--- config.mk ---
export PLATFORM = sky130hd
export DESIGN_NAME = pae_page_table_walker_flat
export DESIGN_NICKNAME = d
export VERILOG_FILES = /design/src/hdl/ptw_pkg.sv /design/src/hdl/ptw_chan_if.sv /design/src/hdl/ptw_cfg_regs.sv /design/src/hdl/ptw_entry_check.sv /design/src/hdl/pae_page_table_walker.sv /design/src/flat_wrapper.sv
export VERILOG_INCLUDE_DIRS = /design/src /design/src/hdl
export SDC_FILE = /design/constraint.sdc
export NUM_CORES = 1
export LEC_CHECK = 0
export BUFFER_PORTS_ARGS = -buffer_cell sky130_fd_sc_hd__buf_4
export CAP_MARGIN = 20
export CORE_UTILIZATION = 55
export CTS_BUF_LIST = sky130_fd_sc_hd__clkbuf_8
export CTS_CLUSTER_DIAMETER = 200
export DETAILED_ROUTE_END_ITERATION = 12
export GPL_TIMING_DRIVEN = 0
export HOLD_SLACK_MARGIN = 0.02
export PLACE_DENSITY = 0.81
export SLEW_MARGIN = 30
export SYNTH_ARGS = -nofsm -noshare
export SYNTH_HDL_FRONTEND = slang
export SYNTH_HIERARCHICAL = 1
export SYNTH_SLANG_ARGS = --single-unit
--- constraint.sdc ---
create_clock -name i_clk -period 7.6 [get_ports i_clk]
set_input_delay 1.9 -clock i_clk [delete_from_list [all_inputs] [get_ports i_clk]]
set_output_delay 1.9 -clock i_clk [all_outputs]
set_load 0.03 [all_outputs]
--- src/hdl/pae_page_table_walker_defines.svh ---
// ----------------------------------------------------------------------------
// PAE page table walker assertion macros
// Shared concurrent assertion forms for the walker RTL.
// ----------------------------------------------------------------------------
`ifndef PAE_PAGE_TABLE_WALKER_DEFINES_SVH
`define PAE_PAGE_TABLE_WALKER_DEFINES_SVH

// Same-cycle implication, disabled while reset is low.
`define PTW_ASSERT_NOW(label, clk, rst_n, ante, cons, msg) \
    label: assert property (@(posedge clk) disable iff (!(rst_n)) (ante) |-> (cons)) \
        else $error(msg);

// Next-cycle implication, disabled while reset is low.
`define PTW_ASSERT_NEXT(label, clk, rst_n, ante, cons, msg) \
    label: assert property (@(posedge clk) disable iff (!(rst_n)) (ante) |=> (cons)) \
        else $error(msg);

`endif

--- src/hdl/ptw_pkg.sv ---
// ----------------------------------------------------------------------------
// PAE page table walker package
// Item types, configuration type and codes shared by the walker modules.
// ----------------------------------------------------------------------------
`timescale 1ns / 1ps

package ptw_pkg;

    localparam int VA_W    = 32;
    localparam int ENTRY_W = 64;
    localparam int PA_W    = 52;
    localparam int BASE_W  = 27;
    localparam int MPA_W   = 6;
    localparam int STAT_W  = 2;
    localparam int CFG_IDX_W  = 2;
    localparam int CFG_DATA_W = 27;

    // op codes
    localparam logic OP_TRANSLATE = 1'b0;
    localparam logic OP_RESPONSE  = 1'b1;

    // result kinds
    localparam logic KIND_READ = 1'b0;
    localparam logic KIND_DONE = 1'b1;

    // walk status
    localparam logic [STAT_W-1:0] STATUS_OK         = 2'd0;
    localparam logic [STAT_W-1:0] STATUS_PAGE_FAULT = 2'd1;
    localparam logic [STAT_W-1:0] STATUS_READ_FAULT = 2'd2;

    // configuration register indexes
    localparam logic [CFG_IDX_W-1:0] CFG_PDPT_BASE     = 2'd0;
    localparam logic [CFG_IDX_W-1:0] CFG_MAX_PHYS_BITS = 2'd1;
    localparam logic [CFG_IDX_W-1:0] CFG_PAT_ENABLE    = 2'd2;
    localparam logic [CFG_IDX_W-1:0] CFG_NX_ENABLE     = 2'd3;

    localparam logic [MPA_W-1:0] MAX_PHYS_BITS_RST = 6'd36;

    typedef enum logic [1:0] {
        LVL_IDLE  = 2'd0,
        LVL_PDPTE = 2'd1,
        LVL_PDE   = 2'd2,
        LVL_PTE   = 2'd3
    } t_level;

    typedef struct packed {
        logic               op;
        logic [VA_W-1:0]    lin_addr;
        logic [ENTRY_W-1:0] read_data;
        logic               read_ok;
    } t_req;

    typedef struct packed {
        logic              kind;
        logic [PA_W-1:0]   read_addr;
        logic [PA_W-1:0]   xlat_addr;
        logic [STAT_W-1:0] status;
    } t_rsp;

    typedef struct packed {
        logic [BASE_W-1:0] pdpt_base;
        logic [MPA_W-1:0]  max_phys_bits;
        logic              pat_enable;
        logic              nx_enable;
    } t_cfg;

    // outcome of one item: result, if any, and the walk state update
    typedef struct packed {
        logic   emit;
        logic   latch;
        t_level next_level;
        t_rsp   rsp;
    } t_step;

endpackage

--- src/hdl/ptw_chan_if.sv ---
// ----------------------------------------------------------------------------
// PAE page table walker channels
// Valid/ready interfaces for the request and result streams.
// ----------------------------------------------------------------------------
`timescale 1ns / 1ps

interface ptw_req_if;
    logic        valid;
    logic        ready;
    logic        op;
    logic [31:0] lin_addr;
    logic [63:0] read_data;
    logic        read_ok;

    modport source (output valid, op, lin_addr, read_data, read_ok, input ready);
    modport sink   (input valid, op, lin_addr, read_data, read_ok, output ready);
endinterface

interface ptw_rsp_if;
    logic        valid;
    logic        ready;
    logic        kind;
    logic [51:0] read_addr;
    logic [51:0] xlat_addr;
    logic [1:0]  status;

    modport source (output valid, kind, read_addr, xlat_addr, status, input ready);
    modport sink   (input valid, kind, read_addr, xlat_addr, status, output ready);
endinterface

--- src/hdl/ptw_cfg_regs.sv ---
// ----------------------------------------------------------------------------
// PAE page table walker configuration registers
// Write-only register bank: PDPT base, MAXPHYADDR, PAT and NXE controls.
// ----------------------------------------------------------------------------
`timescale 1ns / 1ps

module ptw_cfg_regs (
    input  logic                              i_clk,
    input  logic                              i_rst_n,
    input  logic                              i_cfg_we,
    input  logic [ptw_pkg::CFG_IDX_W-1:0]     i_cfg_idx,
    input  logic [ptw_pkg::CFG_DATA_W-1:0]    i_cfg_wdata,
    output ptw_pkg::t_cfg                     o_cfg
);

    ptw_pkg::t_cfg r_cfg;
    ptw_pkg::t_cfg n_cfg;

    always_comb begin
        n_cfg = r_cfg;
        if (i_cfg_we) begin
            unique case (i_cfg_idx)
                ptw_pkg::CFG_PDPT_BASE:     n_cfg.pdpt_base = i_cfg_wdata;
                ptw_pkg::CFG_MAX_PHYS_BITS: n_cfg.max_phys_bits =
                                                i_cfg_wdata[ptw_pkg::MPA_W-1:0];
                ptw_pkg::CFG_PAT_ENABLE:    n_cfg.pat_enable = i_cfg_wdata[0];
                ptw_pkg::CFG_NX_ENABLE:     n_cfg.nx_enable = i_cfg_wdata[0];
                default:                    n_cfg = r_cfg;
            endcase
        end
    end

    always_ff @(posedge i_clk) begin
        if (!i_rst_n) begin
            r_cfg.pdpt_base     <= '0;
            r_cfg.max_phys_bits <= ptw_pkg::MAX_PHYS_BITS_RST;
            r_cfg.pat_enable    <= 1'b1;
            r_cfg.nx_enable     <= 1'b0;
        end else begin
            r_cfg <= n_cfg;
        end
    end

    assign o_cfg = r_cfg;

endmodule

--- src/hdl/ptw_entry_check.sv ---
// ----------------------------------------------------------------------------
// PAE page table walker entry check
// Decodes one item against the walk level: next read address, final
// translation, or fault, with the reserved-bit checks for PDE and PTE.
// ----------------------------------------------------------------------------
`timescale 1ns / 1ps

module ptw_entry_check (
    input  ptw_pkg::t_level              i_level,
    input  logic [ptw_pkg::VA_W-1:0]     i_linear,
    input  ptw_pkg::t_req                i_item,
    input  ptw_pkg::t_cfg                i_cfg,
    output ptw_pkg::t_step               o_step
);

    logic [ptw_pkg::ENTRY_W-1:0] w_hi_rsv;
    logic [ptw_pkg::ENTRY_W-1:0] w_pde_rsv;
    logic [ptw_pkg::ENTRY_W-1:0] w_pte_rsv;
    logic [ptw_pkg::ENTRY_W-1:0] w_e;
    logic                        w_large;

    assign w_e     = i_item.read_data;
    assign w_large = w_e[7];

    // bits 62 down to MAXPHYADDR; out-of-range values saturate at 32 and 52
    always_comb begin
        w_hi_rsv        = '0;
        w_hi_rsv[62:52] = '1;
        for (int b = 32; b < 52; b++) begin
            w_hi_rsv[b] = (6'(b) >= i_cfg.max_phys_bits);
        end
    end

    always_comb begin
        w_pde_rsv     = w_hi_rsv;
        w_pde_rsv[63] = !i_cfg.nx_enable;
        if (w_large) begin
            w_pde_rsv[20:13] = '1;
            w_pde_rsv[12]    = !i_cfg.pat_enable;
        end
    end

    always_comb begin
        w_pte_rsv     = w_hi_rsv;
        w_pte_rsv[63] = !i_cfg.nx_enable;
        w_pte_rsv[7]  = !i_cfg.pat_enable;
    end

    always_comb begin
        o_step            = '0;
        o_step.next_level = i_level;
        if (i_item.op == ptw_pkg::OP_TRANSLATE) begin
            if (i_level == ptw_pkg::LVL_IDLE) begin
                o_step.emit           = 1'b1;
                o_step.latch          = 1'b1;
                o_step.next_level     = ptw_pkg::LVL_PDPTE;
                o_step.rsp.kind       = ptw_pkg::KIND_READ;
                o_step.rsp.read_addr  = {20'd0, i_cfg.pdpt_base,
                                         i_item.lin_addr[31:30], 3'd0};
            end
        end else if (i_level != ptw_pkg::LVL_IDLE) begin
            o_step.emit = 1'b1;
            if (!i_item.read_ok) begin
                o_step.next_level = ptw_pkg::LVL_IDLE;
                o_step.rsp.kind   = ptw_pkg::KIND_DONE;
                o_step.rsp.status = ptw_pkg::STATUS_READ_FAULT;
            end else if (!w_e[0]) begin
                o_step.next_level = ptw_pkg::LVL_IDLE;
                o_step.rsp.kind   = ptw_pkg::KIND_DONE;
                o_step.rsp.status = ptw_pkg::STATUS_PAGE_FAULT;
            end else begin
                unique case (i_level)
                    ptw_pkg::LVL_PDPTE: begin
                        o_step.next_level    = ptw_pkg::LVL_PDE;
                        o_step.rsp.kind      = ptw_pkg::KIND_READ;
                        o_step.rsp.read_addr = {w_e[51:12], i_linear[29:21], 3'd0};
                    end
                    ptw_pkg::LVL_PDE: begin
                        if ((w_e & w_pde_rsv) != '0) begin
                            o_step.next_level = ptw_pkg::LVL_IDLE;
                            o_step.rsp.kind   = ptw_pkg::KIND_DONE;
                            o_step.rsp.status = ptw_pkg::STATUS_PAGE_FAULT;
                        end else if (w_large) begin
                            o_step.next_level    = ptw_pkg::LVL_IDLE;
                            o_step.rsp.kind      = ptw_pkg::KIND_DONE;
                            o_step.rsp.xlat_addr = {w_e[51:21], i_linear[20:0]};
                        end else begin
                            o_step.next_level    = ptw_pkg::LVL_PTE;
                            o_step.rsp.kind      = ptw_pkg::KIND_READ;
                            o_step.rsp.read_addr = {w_e[51:12], i_linear[20:12], 3'd0};
                        end
                    end
                    ptw_pkg::LVL_PTE: begin
                        o_step.next_level = ptw_pkg::LVL_IDLE;
                        o_step.rsp.kind   = ptw_pkg::KIND_DONE;
                        if ((w_e & w_pte_rsv) != '0) begin
                            o_step.rsp.status = ptw_pkg::STATUS_PAGE_FAULT;
                        end else begin
                            o_step.rsp.xlat_addr = {w_e[51:12], i_linear[11:0]};
                        end
                    end
                    default: begin
                        o_step.emit = 1'b0;
                    end
                endcase
            end
        end
    end

endmodule

--- src/hdl/pae_page_table_walker.sv ---
// ----------------------------------------------------------------------------
// PAE page table walker
// Walks a 32-bit linear address through PDPTE, PDE and PTE, emitting table
// read requests and a final physical address or fault status.
//
//   Channel   Dir   Handshake      Content
//   i_req     in    valid/ready    op, lin_addr, read_data, read_ok
//   o_rsp     out   valid/ready    kind, read_addr, xlat_addr, status
//   i_cfg_*   in    write enable   register index, write data
//
// One item per cycle sustained while the result channel is not stalled; an item
// is held in the input register and its result in the result register, so a
// result transaction follows the item's transaction through both registers.
// Reset clears the walk level, the linear address and both valid flags, and
// returns the configuration to its defaults (MAXPHYADDR 36, PAT on, NX off).
// A stalled result holds the result register; the input register still takes
// one more item, and i_req.ready drops only while both registers are full.
// Items that arrive out of walk order are consumed without a result.
// ----------------------------------------------------------------------------
`timescale 1ns / 1ps
`include "pae_page_table_walker_defines.svh"

module pae_page_table_walker (
    input  logic                              i_clk,
    input  logic                              i_rst_n,
    ptw_req_if.sink                           i_req,
    ptw_rsp_if.source                         o_rsp,
    input  logic                              i_cfg_we,
    input  logic [ptw_pkg::CFG_IDX_W-1:0]     i_cfg_idx,
    input  logic [ptw_pkg::CFG_DATA_W-1:0]    i_cfg_wdata
);

    ptw_pkg::t_cfg               w_cfg;
    ptw_pkg::t_step              w_step;
    ptw_pkg::t_req               w_req;
    logic                        w_adv;

    logic                        r_s1_valid;
    ptw_pkg::t_req               r_s1;
    ptw_pkg::t_level             r_level;
    logic [ptw_pkg::VA_W-1:0]    r_linear;
    logic                        r_out_valid;
    ptw_pkg::t_rsp               r_out;

    ptw_cfg_regs u_cfg (
        .i_clk       (i_clk),
        .i_rst_n     (i_rst_n),
        .i_cfg_we    (i_cfg_we),
        .i_cfg_idx   (i_cfg_idx),
        .i_cfg_wdata (i_cfg_wdata),
        .o_cfg       (w_cfg)
    );

    ptw_entry_check u_check (
        .i_level  (r_level),
        .i_linear (r_linear),
        .i_item   (r_s1),
        .i_cfg    (w_cfg),
        .o_step   (w_step)
    );

    assign w_req.op        = i_req.op;
    assign w_req.lin_addr  = i_req.lin_addr;
    assign w_req.read_data = i_req.read_data;
    assign w_req.read_ok   = i_req.read_ok;

    // the held item is processed when the result register is free
    assign w_adv       = r_s1_valid && (!r_out_valid || o_rsp.ready);
    assign i_req.ready = !r_s1_valid || w_adv;

    always_ff @(posedge i_clk) begin
        if (!i_rst_n) begin
            r_s1_valid  <= 1'b0;
            r_level     <= ptw_pkg::LVL_IDLE;
            r_linear    <= '0;
            r_out_valid <= 1'b0;
        end else begin
            if (i_req.valid && i_req.ready) begin
                r_s1_valid <= 1'b1;
            end else if (w_adv) begin
                r_s1_valid <= 1'b0;
            end

            if (w_adv) begin
                r_level <= w_step.next_level;
                if (w_step.latch) begin
                    r_linear <= r_s1.lin_addr;
                end
                r_out_valid <= w_step.emit;
            end else if (o_rsp.ready) begin
                r_out_valid <= 1'b0;
            end
        end
    end

    always_ff @(posedge i_clk) begin
        if (i_req.valid && i_req.ready) begin
            r_s1 <= w_req;
        end
        if (w_adv && w_step.emit) begin
            r_out <= w_step.rsp;
        end
    end

    assign o_rsp.valid     = r_out_valid;
    assign o_rsp.kind      = r_out.kind;
    assign o_rsp.read_addr = r_out.read_addr;
    assign o_rsp.xlat_addr = r_out.xlat_addr;
    assign o_rsp.status    = r_out.status;

    `PTW_ASSERT_NOW(a_read_req_clean, i_clk, i_rst_n,
        r_out_valid && (r_out.kind == ptw_pkg::KIND_READ),
        (r_out.status == ptw_pkg::STATUS_OK) && (r_out.xlat_addr == '0),
        "read request carries status or physical address")
    `PTW_ASSERT_NOW(a_status_legal, i_clk, i_rst_n,
        r_out_valid,
        (r_out.status == ptw_pkg::STATUS_OK) ||
            (r_out.status == ptw_pkg::STATUS_PAGE_FAULT) ||
            (r_out.status == ptw_pkg::STATUS_READ_FAULT),
        "illegal walk status")
    `PTW_ASSERT_NEXT(a_done_to_idle, i_clk, i_rst_n,
        w_adv && w_step.emit && (w_step.rsp.kind == ptw_pkg::KIND_DONE),
        r_level == ptw_pkg::LVL_IDLE,
        "walker not idle after finished walk")
    `PTW_ASSERT_NEXT(a_start_walk, i_clk, i_rst_n,
        w_adv && (r_s1.op == ptw_pkg::OP_TRANSLATE) && (r_level == ptw_pkg::LVL_IDLE),
        (r_level == ptw_pkg::LVL_PDPTE) && r_out_valid,
        "translate did not start a walk")

endmodule
--- src/flat_wrapper.sv ---
// flat-port wrapper written by rule: the top's interface ports become plain ports
module pae_page_table_walker_flat 
  (i_clk, i_rst_n, i_cfg_we, i_cfg_idx, i_cfg_wdata, i_req_valid, i_req_op, i_req_lin_addr, i_req_read_data, i_req_read_ok, i_req_ready, o_rsp_valid, o_rsp_kind, o_rsp_read_addr, o_rsp_xlat_addr, o_rsp_status, o_rsp_ready);
  ptw_req_if i_req_i ();
  ptw_rsp_if o_rsp_i ();
  input  logic i_clk;
  input  logic i_rst_n;
  input  logic i_cfg_we;
  input  logic [ptw_pkg::CFG_IDX_W-1:0] i_cfg_idx;
  input  logic [ptw_pkg::CFG_DATA_W-1:0] i_cfg_wdata;
  input wire logic [$bits(i_req_i.valid)-1:0] i_req_valid;
  input wire logic [$bits(i_req_i.op)-1:0] i_req_op;
  input wire logic [$bits(i_req_i.lin_addr)-1:0] i_req_lin_addr;
  input wire logic [$bits(i_req_i.read_data)-1:0] i_req_read_data;
  input wire logic [$bits(i_req_i.read_ok)-1:0] i_req_read_ok;
  output wire logic [$bits(i_req_i.ready)-1:0] i_req_ready;
  output wire logic [$bits(o_rsp_i.valid)-1:0] o_rsp_valid;
  output wire logic [$bits(o_rsp_i.kind)-1:0] o_rsp_kind;
  output wire logic [$bits(o_rsp_i.read_addr)-1:0] o_rsp_read_addr;
  output wire logic [$bits(o_rsp_i.xlat_addr)-1:0] o_rsp_xlat_addr;
  output wire logic [$bits(o_rsp_i.status)-1:0] o_rsp_status;
  input wire logic [$bits(o_rsp_i.ready)-1:0] o_rsp_ready;
  assign i_req_i.valid = i_req_valid;
  assign i_req_i.op = i_req_op;
  assign i_req_i.lin_addr = i_req_lin_addr;
  assign i_req_i.read_data = i_req_read_data;
  assign i_req_i.read_ok = i_req_read_ok;
  assign i_req_ready = i_req_i.ready;
  assign o_rsp_valid = o_rsp_i.valid;
  assign o_rsp_kind = o_rsp_i.kind;
  assign o_rsp_read_addr = o_rsp_i.read_addr;
  assign o_rsp_xlat_addr = o_rsp_i.xlat_addr;
  assign o_rsp_status = o_rsp_i.status;
  assign o_rsp_i.ready = o_rsp_ready;
  pae_page_table_walker u_core (.i_clk(i_clk), .i_rst_n(i_rst_n), .i_req(i_req_i), .o_rsp(o_rsp_i), .i_cfg_we(i_cfg_we), .i_cfg_idx(i_cfg_idx), .i_cfg_wdata(i_cfg_wdata));
endmodule
==> flow_summary.ini, run 1 <==
[run_status]
status = complete, no violations

[cts]
cts_resized = 0
cts_sinks = 264
clock_path_buffers = 3
cts_tree = yes
numCtsBuffers = 42
post-cts-setup-buffer-count = 0
cts-hold-fix-buffers = 0
clock_latency_ns = 0.56
clkTransAtPathRegs_ns = 0.06
cts.htree.levels = 2
root_buffer = clkbuf_8

[cells_and_area]
nFillCells = 1254
multi_input_area_um2 = 2890
post_route_cells_drive_above_1_share_pct = 29.7
fin_cells = 1340
synthToLayoutAreaGrowth_pct = 28.3
nNetsFinal = 1210
seq_area_um2 = 7240
n_antenna_cell = 0
final_common_cell = buf_4
final_cell_mix = buf_4, edfxtp_1, nand2_1
final_core_util_pct = 72.1

[synth]
netlist_area_um2 = 10500
syn-instance-count = 792
postSynthAreaPerCell_um2 = 13.3
yosys_warnings = 6

[detailed_routing]
firstDrtPassIters = 5
via_per_inst = 5.42
ant_nets = 0
via_count = 7263
drt_iter0_drc = 519
wire_per_inst_um = 18.2
drt-total-wl_um = 24400
route.detailed.drc = 0

[grt]
grt.busiest_layer = met2
grt_usage_pct = 24.8
grt_max_degree = 35
antenna_found_initial = 0
use_met1_pct = 32.1
grt_pass1_vias = 7083
grt_overflow = 0
grt_use_met2_pct = 40.6
met3_usage_pct = 5.30
grt_first_pass_wirelength_um = 37100

[placed_design]
portBuffers = 227
place_congestion = 0.843
dp_cells = 1262
hpwlAfterDp_um = 17200

[floorplan]
start_util_pct = 56.2
die-area_um2 = 19700
coreArea_um2 = 18700
rows = 50
fp.dieW_um = 140
die_h_um = 140
num_io_pins = 241

[sta]
setup_viol = 0
rsz0062_at_grt = false
timing_worst_slew_pin_value_ns = 0.707
period_needed_ns = 4.45
min_period_over_period_pct = 58.5
fmax_ghz = 0.225
hold_viol_final = 0
drv_slew = 0
finClkSkew_ns = 0.0259
slew_headroom_pct = 52.6

[worst_setup_path]
crit_type = in2out
ff2ff_path_depth = 9
startpoint_type = input port
worstPathArrival_ns = 2.55
cp_max_fo = 3
required_ns = 5.70
cp-end-kind = output pin

[worst_hold_path]
holdPathStages = 2
hold_class = reg2reg

[power_and_ir_drop]
ir_worst_vdd_uv = 189
powerDensity_nw_per_um2 = 221
p_leak_nw = 5.16

[flow_run]
drv_cap = 0
worst paths after layout:
| path | startpoint | endpoint | slack [ns] |
|---|---|---|---|
| worst min register to register | u_core/r_linear[6]$_SDFFE_PN0P_ | u_core/r_linear[6]$_SDFFE_PN0P_ | 0.45 |
| worst min-delay path | u_core/r_linear[6]$_SDFFE_PN0P_ | u_core/r_linear[6]$_SDFFE_PN0P_ | 0.45 |
| worst max-delay path | o_rsp_ready | i_req_ready | 3.15 |
| worst max register to register | u_core/r_s1[59]$_DFFE_PP_ | u_core/r_level[1]$_SDFFE_PN0P_ | 4.42 |
layout make-up:
type,instances,area share [%]
buffer,50,2.47
clock buffer,46,4.70
clock inverter,32,1.01
inverter,19,0.529
multi-input combinational,461,21.5
sequential,264,53.7
tap,234,2.17
timing repair buffer,234,14.0
sequential cells by signal, summed over array words and instances, names as in the netlist:
name	flops
u_core/r_s1	88
u_core/o_rsp.read_addr	52
u_core/o_rsp.xlat_addr	52
u_core/u_cfg/o_cfg	35
u_core/r_linear	30
u_core/o_rsp.status	2
u_core/r_level	2
u_core/o_rsp.kind	1
u_core/o_rsp.valid	1
u_core/r_s1_valid	1
worst max-delay path: stages:
cell and delay (ns):
buf_4 0.12, and2b_2 0.24, nand2_1 0.09, buf_4 0.18
report_power, final:
| group | switching (mW) | internal, mW | total [mW] |
|---|---|---|---|
| logic | 0.133 | 0.107 | 0.240 |
| registers | 0.0318 | 1.61 | 1.64 |
| clock network | 0.539 | 0.558 | 1.10 |
per-layer routing:
metal	up-vias	share of wire [%]
met4	0	3.4
met2	332	48
li1	3424	-
met3	58	7.7
met5	-	0
met1	3449	41
through the flow:
stage / hold slack [ns] / instance area, um2 / setup slack (ns) / setup TNS [ns] / total power, mW
4_1_cts: 0.453 / 13500 / 3.15 / 0 / 3.00
2_1_floorplan: 0.430 / 10500 / 0.448 / 0 / 1.79
3_5_place_dp: 0.443 / 12700 / 3.15 / 0 / 1.91
5_1_grt: 0.466 / 13500 / 3.14 / 0 / 3.08
3_3_place_gp: 0.438 / 12500 / -1.59 / -169.19 / 1.90
6_report: 0.453 / 13500 / 3.15 / 0 / 2.98
Power figures use the tool's default switching activity.
==> run 2, diff against run 1 <==
--- a/config.mk
+++ b/config.mk
@@ -6,15 +6,16 @@
 export SDC_FILE = /design/constraint.sdc
 export NUM_CORES = 1
 export LEC_CHECK = 0
+export ABC_AREA = 1
 export BUFFER_PORTS_ARGS = -buffer_cell sky130_fd_sc_hd__buf_4
 export CAP_MARGIN = 20
-export CORE_UTILIZATION = 55
+export CORE_UTILIZATION = 51
 export CTS_BUF_LIST = sky130_fd_sc_hd__clkbuf_8
 export CTS_CLUSTER_DIAMETER = 200
 export DETAILED_ROUTE_END_ITERATION = 12
 export GPL_TIMING_DRIVEN = 0
 export HOLD_SLACK_MARGIN = 0.02
-export PLACE_DENSITY = 0.81
+export PLACE_DENSITY = 0.78
 export SLEW_MARGIN = 30
 export SYNTH_ARGS = -nofsm -noshare
 export SYNTH_HDL_FRONTEND = slang
==> constraint.sdc (replaced) <==
create_clock -name i_clk -period 4 [get_ports i_clk]
set_input_delay 1 -clock i_clk [delete_from_list [all_inputs] [get_ports i_clk]]
set_output_delay 1 -clock i_clk [all_outputs]
set_load 0.03 [all_outputs]
==> run 2 against run 1 <==
Compared with the run above: core utilization decreased by 6.2 points; first-iteration DRC count increased by 0.96%; design area increased by 6.7%; worst setup slack lost 1.9 ns; worst hold slack improved by 0.029 ns; routed wire length increased by 10%; die area increased by 16%; clock skew is 0.0071 ns higher; total power rose by 97%; area after synthesis is 8.2% higher; via count up 18%.
==> flow_summary.ini, run 2 <==
[synth]
postSynthAreaPerCell_um2 = 9.71
yosys_warnings = 6
netlist_area_um2 = 11400
syn-instance-count = 1171

[cells_and_area]
final_core_util_pct = 65.9
synthToLayoutAreaGrowth_pct = 26.5
nNetsFinal = 1588
final_cell_mix = nand2_1, buf_4, edfxtp_1
fin_cells = 1759
n_antenna_cell = 0
largest_register_ffs = 88
nFillCells = 1714
final_common_cell = nand2_1
post_route_cells_drive_above_1_share_pct = 25.5
largest-register = u_core/r_s1

[cts]
cts_resized = 0
root_buffer = clkbuf_8
cts_tree = yes
cts_sinks = 264
clkTransAtPathRegs_ns = 0.06
post-cts-setup-buffer-count = 0
cts-hold-fix-buffers = 0
clock_path_buffers = 3
clock_latency_ns = 0.55
numCtsBuffers = 42
cts.htree.levels = 2

[grt]
grt_max_degree = 66
grt_overflow = 0
grt_first_pass_wirelength_um = 41300
met3_usage_pct = 5.45
grt_use_met2_pct = 41.0
grt.busiest_layer = met2
grt_pass1_vias = 8078
antenna_found_initial = 0
grt_usage_pct = 23.9
use_met1_pct = 29.2

[sta]
timing_worst_slew_pin_value_ns = 0.642
hold_viol_final = 0
min_period_over_period_pct = 69.6
fmax_ghz = 0.359
setup_tns_ns = 0
setup_viol = 0
period_needed_ns = 2.78
rsz0062_at_grt = false
drv_slew = 0
slew_headroom_pct = 57.0
finClkSkew_ns = 0.0330

[placed_design]
portBuffers = 227
dp_cells = 1686
hpwlAfterDp_um = 19900
place_congestion = 0.898

[worst_setup_path]
required_ns = 4.41
cp-end-kind = flop
r2r_end = u_core/o_rsp.read_addr[27]$_DFFE_PP_
ff2ff_path_depth = 10
crit_type = reg2reg
startpoint_type = flop
worstPathArrival_ns = 3.19
cp_max_fo = 10
r2r-start = u_core/r_level[1]$_SDFFE_PN0P_
r2r_slack_ns = 1.22

[floorplan]
num_io_pins = 241
rows = 54
die-area_um2 = 22900
fp.dieW_um = 151
die_h_um = 151
start_util_pct = 52.1
coreArea_um2 = 21800

[power_and_ir_drop]
p_total_mw = 5.87
ir_worst_vdd_uv = 294
p_leak_nw = 6.41
powerDensity_nw_per_um2 = 408

[detailed_routing]
via_count = 8564
ant_nets = 0
wire_per_inst_um = 15.3
route.detailed.drc = 0
drt-total-wl_um = 26900
via_per_inst = 4.87
firstDrtPassIters = 5
drt_iter0_drc = 524

[worst_hold_path]
holdPathStages = 2
hold_class = reg2reg
hold_end = u_core/u_cfg/o_cfg[16]$_SDFFE_PN0P_
hold_path.startpoint = u_core/u_cfg/o_cfg[16]$_SDFFE_PN0P_

[flow_run]
drv_cap = 0

[run_status]
status = complete, no violations
## run 2: how the worst max path moves through the flow
stage                                               from                                    to  depth (start not counted)
after global placement                       o_rsp_ready             u_core/r_s1[26]$_DFFE_PP_                          5
final                     u_core/r_level[1]$_SDFFE_PN0P_  u_core/o_rsp.read_addr[27]$_DFFE_PP_                         10
after detailed placement  u_core/r_level[1]$_SDFFE_PN0P_  u_core/o_rsp.read_addr[27]$_DFFE_PP_                         10
after floorplan                              o_rsp_ready              u_core/r_s1[0]$_DFFE_PP_                          4
after CTS                 u_core/r_level[1]$_SDFFE_PN0P_  u_core/o_rsp.read_addr[27]$_DFFE_PP_                         10
after global routing      u_core/r_level[1]$_SDFFE_PN0P_  u_core/o_rsp.read_addr[21]$_DFFE_PP_                         10
## run 2: routing by layer
layer  vias to the layer above  part of all wire, %
met5                         -                    0
met2                       356                   48
met1                      3834                   40
met4                         0                  3.2
li1                       4312                    -
met3                        62                  8.5
## run 2: area by class of cell
type / count / area (um2) / share of cell area (%)
flip-flops and latches: 264 / 7240 / 50.3
multi-input cells: 665 / 3080 / 21.4
repair buffers: 233 / 1870 / 13.0
inverters: 179 / 677 / 4.71
clock buffers: 43 / 592 / 4.12
plain buffers: 65 / 402 / 2.79
well taps: 280 / 350 / 2.44
clock inverters: 30 / 176 / 1.23
## run 2: per-stage QoR
step	area, um2	worst slack [ns]	hold WS, ns
finish	14400	1.22	0.481
CTS	14400	1.18	0.488
global route	14400	0.973	0.501
global placement	13400	-0.204	0.462
detailed placement	13600	1.18	0.475
floorplan	11400	0.391	0.429
## run 2: critical path, cell delays in order (launching register included)
cell	delay, ns
dfxtp_1	0.45
inv_1	0.13
ha_1	0.23
nor2_1	0.18
nand2_1	0.10
nor2_2	0.46
inv_1	0.17
nor2_2	0.25
buf_1	0.44
nand3_1	0.16
nand2_1	0.09
## run 2: report_power, final
part	internal [mW]	switching (mW)	leakage, nW
Combinational	0.235	0.354	3.51
Sequential	3.07	0.0658	2.46
Clock	1.13	1.02	0.449
Total	4.43	1.43	6.41
